**config.mk**
```make
export PLATFORM = sky130hd
export DESIGN_NAME = cmr_div_step
export DESIGN_NICKNAME = d
export VERILOG_FILES = /design/src/hdl/cmr_pkg.sv /design/src/hdl/cmr_div_step.sv
export SDC_FILE = /design/constraint.sdc
export NUM_CORES = 1
export LEC_CHECK = 0
export BUFFER_PORTS_ARGS = -buffer_cell sky130_fd_sc_hd__buf_4
export CORE_AREA = 2 2 157 159
export CTS_CLUSTER_SIZE = 16
export DETAILED_ROUTE_END_ITERATION = 10
export DIE_AREA = 0 0 159 161
export PLACE_DENSITY = 0.87
export REMOVE_ABC_BUFFERS = 1
export SLEW_MARGIN = 40
export SYNTH_ARGS = -nofsm -noshare
export SYNTH_HDL_FRONTEND = slang
export SYNTH_SLANG_ARGS = --single-unit
```
**constraint.sdc**
```tcl
create_clock -name clk -period 2 [get_ports clk]
set_input_delay 0.2 -clock clk [delete_from_list [all_inputs] [get_ports clk]]
set_output_delay 0.2 -clock clk [all_outputs]
set_load 0.05 [all_outputs]
```
**src/hdl/cmr_pkg.sv**
```systemverilog
// cmr_pkg: shared types and codes for the checked multiply-divide core
// no dependencies; used by the interfaces, the core, its divider step and the checker
package cmr_pkg;

    // fixed field widths of the item channels
    localparam int FIELD_W = 64;
    localparam int MODE_W  = 2;
    localparam int ERR_W   = 2;

    // result status codes
    typedef enum logic [ERR_W-1:0] {
        ERR_NONE     = 2'd0,
        ERR_DIV_ZERO = 2'd1,
        ERR_OVERFLOW = 2'd2
    } err_t;

    // rounding modes
    typedef enum logic [MODE_W-1:0] {
        RND_ZERO  = 2'd0,
        RND_FLOOR = 2'd1,
        RND_CEIL  = 2'd2,
        RND_HALF  = 2'd3
    } rnd_t;

    // control that travels with every item down the pipeline
    typedef struct packed {
        logic neg;
        rnd_t mode;
        err_t err;
    } ctl_t;

endpackage

```
**src/hdl/cmr_div_step.sv**
```systemverilog
// cmr_div_step: one registered restoring-division step
// depends on cmr_pkg for the control struct
module cmr_div_step #(
    parameter int W = 64
) (
    input  logic                 clk,
    input  logic                 rst_n,
    input  logic                 en,
    input  logic                 valid_in,
    input  logic [W-1:0]         rem_in,
    input  logic [W-1:0]         dq_in,
    input  logic [W-1:0]         d_in,
    input  cmr_pkg::ctl_t        ctl_in,
    output logic                 valid_out,
    output logic [W-1:0]         rem_out,
    output logic [W-1:0]         dq_out,
    output logic [W-1:0]         d_out,
    output cmr_pkg::ctl_t        ctl_out
);
    import cmr_pkg::*;

    logic [W:0]   trial;
    logic [W:0]   diff;
    logic         ge;
    logic [W-1:0] rem_next;
    logic [W-1:0] dq_next;

    // shift in the next dividend bit and try the subtraction
    always_comb
    begin
        trial    = {rem_in, dq_in[W-1]};
        diff     = trial - {1'b0, d_in};
        ge       = trial >= {1'b0, d_in};
        rem_next = ge ? diff[W-1:0] : trial[W-1:0];
        dq_next  = {dq_in[W-2:0], ge};
    end

    // valid bit
    always_ff @(posedge clk or negedge rst_n)
    begin
        if (!rst_n)
            valid_out <= 1'b0;
        else if (en)
            valid_out <= valid_in;
    end

    // payload
    always_ff @(posedge clk)
    begin
        if (en)
        begin
            rem_out <= rem_next;
            dq_out  <= dq_next;
            d_out   <= d_in;
            ctl_out <= ctl_in;
        end
    end

endmodule

```
# --- Yosys cells after proc, flatten, opt, wreduce, memory -nomap -nowiden ---
# Index checks and enable logic that the tools add are counted.
totals:
  register_bits: 198
  elab_cells: 10
  output_inout_bits: 198
  inputBits: 201
op_classes:
  addsub: 1
  n_lt_le_gt_ge: 1
  muxes: 1
ops:
  columns: ["op", "count"]
  rows:
  - ["$ge 65x64->1", 1]
  - ["$mux 64", 1]
  - ["$sub 64x64->64", 1]

# --- Logic depth before layout (Yosys ltp) ---
logic_depth:
  depth_word: 2
  ltp_mapped: 15

# --- Least setup slack after synthesis ---
# OpenSTA, ideal clock, no wires.
synth_path:
  kind: "input to register"
  start: "in d_in[2]"
  end: "reg rem_out[16], data pin"
  setup_ns: 0.260
  n_path_buf: 2
  path_stages: 14
  t_required_ns: 1.740
  path_slack_ns: -1.009
  arrival_time_ns: 2.749
  cell_sequence: "inv_1 ha_1 nor2_1 a211oi_2 nor2_1 o21bai_2 a31oi_2 o41ai_4 a31oi_4 o21ai_4 a31oi_1 buf_6 buf_6 mux2_4"
synth_between:
  elab_chain_len: 2
  word_cells_on_any_way: 3
  classes_between: "1 x add/sub; 1 x order compare; 1 x mux"
synth_rtl:
  columns: ["element", "line", "text"]
  rows:
  - ["start: declaration", "cmr_div_step.sv:12", "input logic [W-1:0] d_in,"]
  - ["$sub 64x64->64 or $ge 65x64->1 (tied branches)", "cmr_div_step.sv:32, cmr_div_step.sv:33", null]
  - ["$mux 64 (*)", "cmr_div_step.sv:34", "rem_next = ge ? diff[W-1:0] : trial[W-1:0];"]
  - ["named net rem_next[16]", "cmr_div_step.sv:25", "logic [W-1:0] rem_next;"]
  - ["end signal: assignment", "cmr_div_step.sv:52", "rem_out <= rem_next;"]
  - ["end: declaration", "cmr_div_step.sv:15", "output logic [W-1:0] rem_out,"]
# Mark *: on every way through the listed nets, which the timed path passes. The rest lies on a longest branch.
# A chain may end at the register's enable or synchronous reset.

# --- Worst setup path after layout ---
layout_path:
  start: "in dq_in[63]"
  end: "reg rem_out[42], data pin"
layout_between:
  elab_chain_len: 2
  word_cells_on_any_way: 3
  classes_between: "1 x add/sub; 1 x order compare; 1 x mux"
layout_rtl:
  columns: ["element", "line", "text"]
  rows:
  - ["start: declaration", "cmr_div_step.sv:11", "input logic [W-1:0] dq_in,"]
  - ["$sub 64x64->64 or $ge 65x64->1 (tied branches)", "cmr_div_step.sv:32, cmr_div_step.sv:33", null]
  - ["$mux 64 (*)", "cmr_div_step.sv:34", null]
  - ["named net rem_next[42]", "cmr_div_step.sv:25", null]
# Marked as above.

==> out/results.tsv <==
stage	metric	value	unit
clocking	clk_path_buf_depth	2	
floorplanning	die_w	159	µm
routing	vias_per_cell	5.504	
finish	finalNonFillerCells	2081	
sta	hold_ws	23.98	ps
finish	final_common_cell	buf_4	
worst_setup_path	crit_required	2190	ps
synthesis	syn_area	11100	µm²
pwr	power.leakage	8.708	nW
finish	area_delta_synth_final	71.48	%
placement	dpl.hpwl	29830	µm
routing	vias	11453	
floorplanning	die_h	161	µm
finish	multi_input_area	5075	µm²
grt	grt_max_degree	65	
finish	ff_latch_area	5941	µm²
pwr	powerDensity	787.3	nW/µm²
placement	pre_cts_slack	-1440	ps
clocking	clock-root-buffer	clkbuf_16	
grt	antenna_found_initial	2	
sta	fmax	365.4	MHz
synthesis	ys_seq_area_share	53.50	%
clocking	cts_buffers	17	
job	cap_viol_max_count	0	
finish	nets	2008	
worst_setup_path	worst_path_most_repeated_cell	a31oi_4	
finish	final_util	79.46	%
grt	grt_pass1_wl	68380	µm
floorplanning	dieArea	25600	µm²
worst_setup_path	criticalPathCategory	primary input to register	
sta	final.setup.worst_slack	-736.7	ps
clocking	clock_latency	450	ps
floorplanning	io_pins	399	
synthesis	avgSynthCellArea	11.88	µm²
sta	final-hold-violation-count	0	
placement	postPlaceCellArea	16460	µm²
sta	finClkSkew	0	ps
sta	post-route-min-period	2737	ps
sta	relSlewSlack	67.34	%
floorplanning	start_util	46.34	%
grt	first_global_vias	12052	
finish	fin_area	19040	µm²
routing	drc	0	
sta	rsz0062_at_grt	true	
routing	firstDrtPassIters	8	
clocking	htree_levels	4	
outcome	run_status	finished with violations	
sta	min_period_over_period	136.8	%
worst_setup_path	start_kind	primary input	
synthesis	ys_ff_latch	198	
routing	wl_per_cell	21.76	µm
worst_hold_path	hold_class	primary input to register	
placement	finalWeightedCongestion	0.9095	
worst_setup_path	critPathMaxFanout	7	
worst_setup_path	max_stage_delay	350	ps
sta	setup-violations-final	65	
clocking	clock_sinks	198	
worst_setup_path	arrival	2930	ps
synthesis	yosysWarnings	0	
worst_setup_path	cp_slowest_cell	o41ai_4	
routing	drt_iter0_drc	1005	
floorplanning	rows	57	
sta	tightest_slew	487.7	ps
routing	antenna_left	0	
floorplanning	coreArea	23960	µm²
worst_setup_path	endpoint_kind	register	
finish	fill_cells	1355	
synthesis	synth.distinct_cells	56	
sta	final-max-slew-violation-count	0	
synthesis	synthFlopType	edfxtp_1	
placement	io_buffers	398	
pwr	max-vdd-ir-drop	618.0	µV
synthesis	synthArstFlopShare	0.5051	%
grt	grt_usage	34.35	%
synthesis	synth_edf_count	197	
synthesis	synthCells	935	
finish	drive_above_1_share	48.43	%
grt	gr-total-overflow	0	
clocking	path_clk_slew	90	ps
placement	post-place-cells	1898	
outcome	violations	negative setup slack	
worst_setup_path	path_cells	buf_4, inv_2, ha_4, nand2b_4, a211oi_4, nor2_2, o21bai_2, a31oi_4, o41ai_4, buf_4, a31oi_4, o21ai_4, a31oi_4, buf_6, buf_12, mux2_4	
finish	layout_common_cells	buf_4 (667), edfxtp_1 (197), dlygate4sd3_1 (129)	
clocking	tritoncts	yes	
routing	wirelength	45280	µm
## per-stage QoR
stage	setup TNS, ps	power (mW)
finish	-43840	14.99
global route	-48830	15.44
detailed placement	-84080	10.73
global placement	-81150	10.59
floorplan	-341930	8.511
CTS	-43090	14.76
## power by group
group | switching [mW] | internal [mW] | total [mW]
clock network | 1.95 | 1.73 | 3.68
registers | 0.172 | 5.11 | 5.28
logic | 3.45 | 2.58 | 6.03
total | 5.57 | 9.42 | 15.0
## worst paths after layout
path                            from  cells after the start  slack, ps          end
max reg2reg                valid_out                      1       1190    valid_out
max                        dq_in[63]                     16       -740  rem_out[42]
min in group asynchronous      rst_n                      2         80    valid_out
min reg2reg                valid_out                      1        600    valid_out
max in group asynchronous      rst_n                      2       1840    valid_out
min                         d_in[53]                      2         20    d_out[53]
## layer usage
| metal | GRT usage, % | part of all wire, % |
|---|---|---|
| met1 | 37.82 | 36 |
| met2 | 61.78 | 51 |
| met3 | 6.677 | 6.7 |
| met4 | 20.54 | 6.7 |
| met5 | 0 | 0 |
## sequential cells by signal, summed over array words and instances (netlist names)
name       cells
valid_out      1
rem_out       64
d_out         64
dq_out        64
ctl_out        5
## repair_timing
| action | CTS | global route |
|---|---|---|
| resized for setup | 68 | 17 |
| cloned | 4 | 1 |
| hold buffers | 129 | 0 |
| endpoints found under the setup margin | 65 | 65 |
| pin swaps | 13 | 10 |
| endpoints found under the hold margin | 129 | 0 |
| setup buffers | 11 | 4 |
## area by class of cell
| type | instances | area share [%] |
|---|---|---|
| clock buffer | 17 | 2.234 |
| inverter | 80 | 1.603 |
| antenna | 2 | 0.02628 |
| clock inverter | 15 | 0.9988 |
| timing repair buffer | 819 | 35.16 |
| tap | 324 | 2.129 |
| sequential | 198 | 31.20 |
| multi-input combinational | 626 | 26.65 |
## kinds of logic (layout without fill, tap and decap cells)
logic type	after synthesis	after routing	synth area share, %
multiplexers	65	65	8.113
XOR/XNOR	58	58	4.575
AND/OR/NAND/NOR	198	198	8.293
AO/OA/AOI/OAI	240	240	13.96
adder cells (fa/ha/maj)	65	65	7.392
flip-flops	198	198	53.50
buffers and inverters	111	931	4.169
other	0	2	0
## cell usage after synthesis, types with 3 or more instances
| library cell | instances | area [µm²] |
|---|---|---|
| nor3_1 | 16 | 80.08 |
| a211oi_1 | 5 | 37.54 |
| o21ai_0 | 41 | 205.2 |
| o2111ai_1 | 3 | 26.28 |
| inv_1 | 80 | 300.3 |
| nor4_1 | 3 | 18.77 |
| buf_6 | 6 | 67.56 |
| nand3_1 | 11 | 55.05 |
| ha_1 | 64 | 800.8 |
| edfxtp_1 | 197 | 5916 |
| o31ai_1 | 5 | 37.54 |
| nand4_1 | 22 | 137.6 |
| mux2_2 | 16 | 180.2 |
| nor2b_1 | 7 | 43.79 |
| a311oi_1 | 4 | 35.03 |
| nor2_1 | 49 | 183.9 |
| xor2_1 | 26 | 227.7 |
| a31oi_1 | 9 | 56.30 |
| o21bai_1 | 17 | 127.6 |
| o21a_1 | 6 | 45.04 |
| or3_1 | 4 | 25.02 |
| a21o_1 | 31 | 232.7 |
| o211ai_1 | 9 | 67.56 |
| a21oi_1 | 88 | 440.4 |
| nand2_1 | 66 | 247.7 |
| xnor2_1 | 32 | 280.3 |
| mux2_4 | 46 | 690.7 |
| clkbuf_1 | 23 | 86.33 |
| and3_1 | 8 | 50.05 |
| nand2b_1 | 7 | 43.79 |
| mux2i_1 | 3 | 30.03 |
| o211a_1 | 3 | 30.03 |
## critical path, delay by kind of cell
| family | cells | cell delay, ps |
|---|---|---|
| AO/OA/AOI/OAI | 7 | 1370 |
| multiplexers | 1 | 310 |
| buffers and inverters | 5 | 630 |
| AND/OR/NAND/NOR | 2 | 230 |
| adder cells (fa/ha/maj) | 1 | 170 |
No activity file was read; power rests on OpenSTA's default activity.
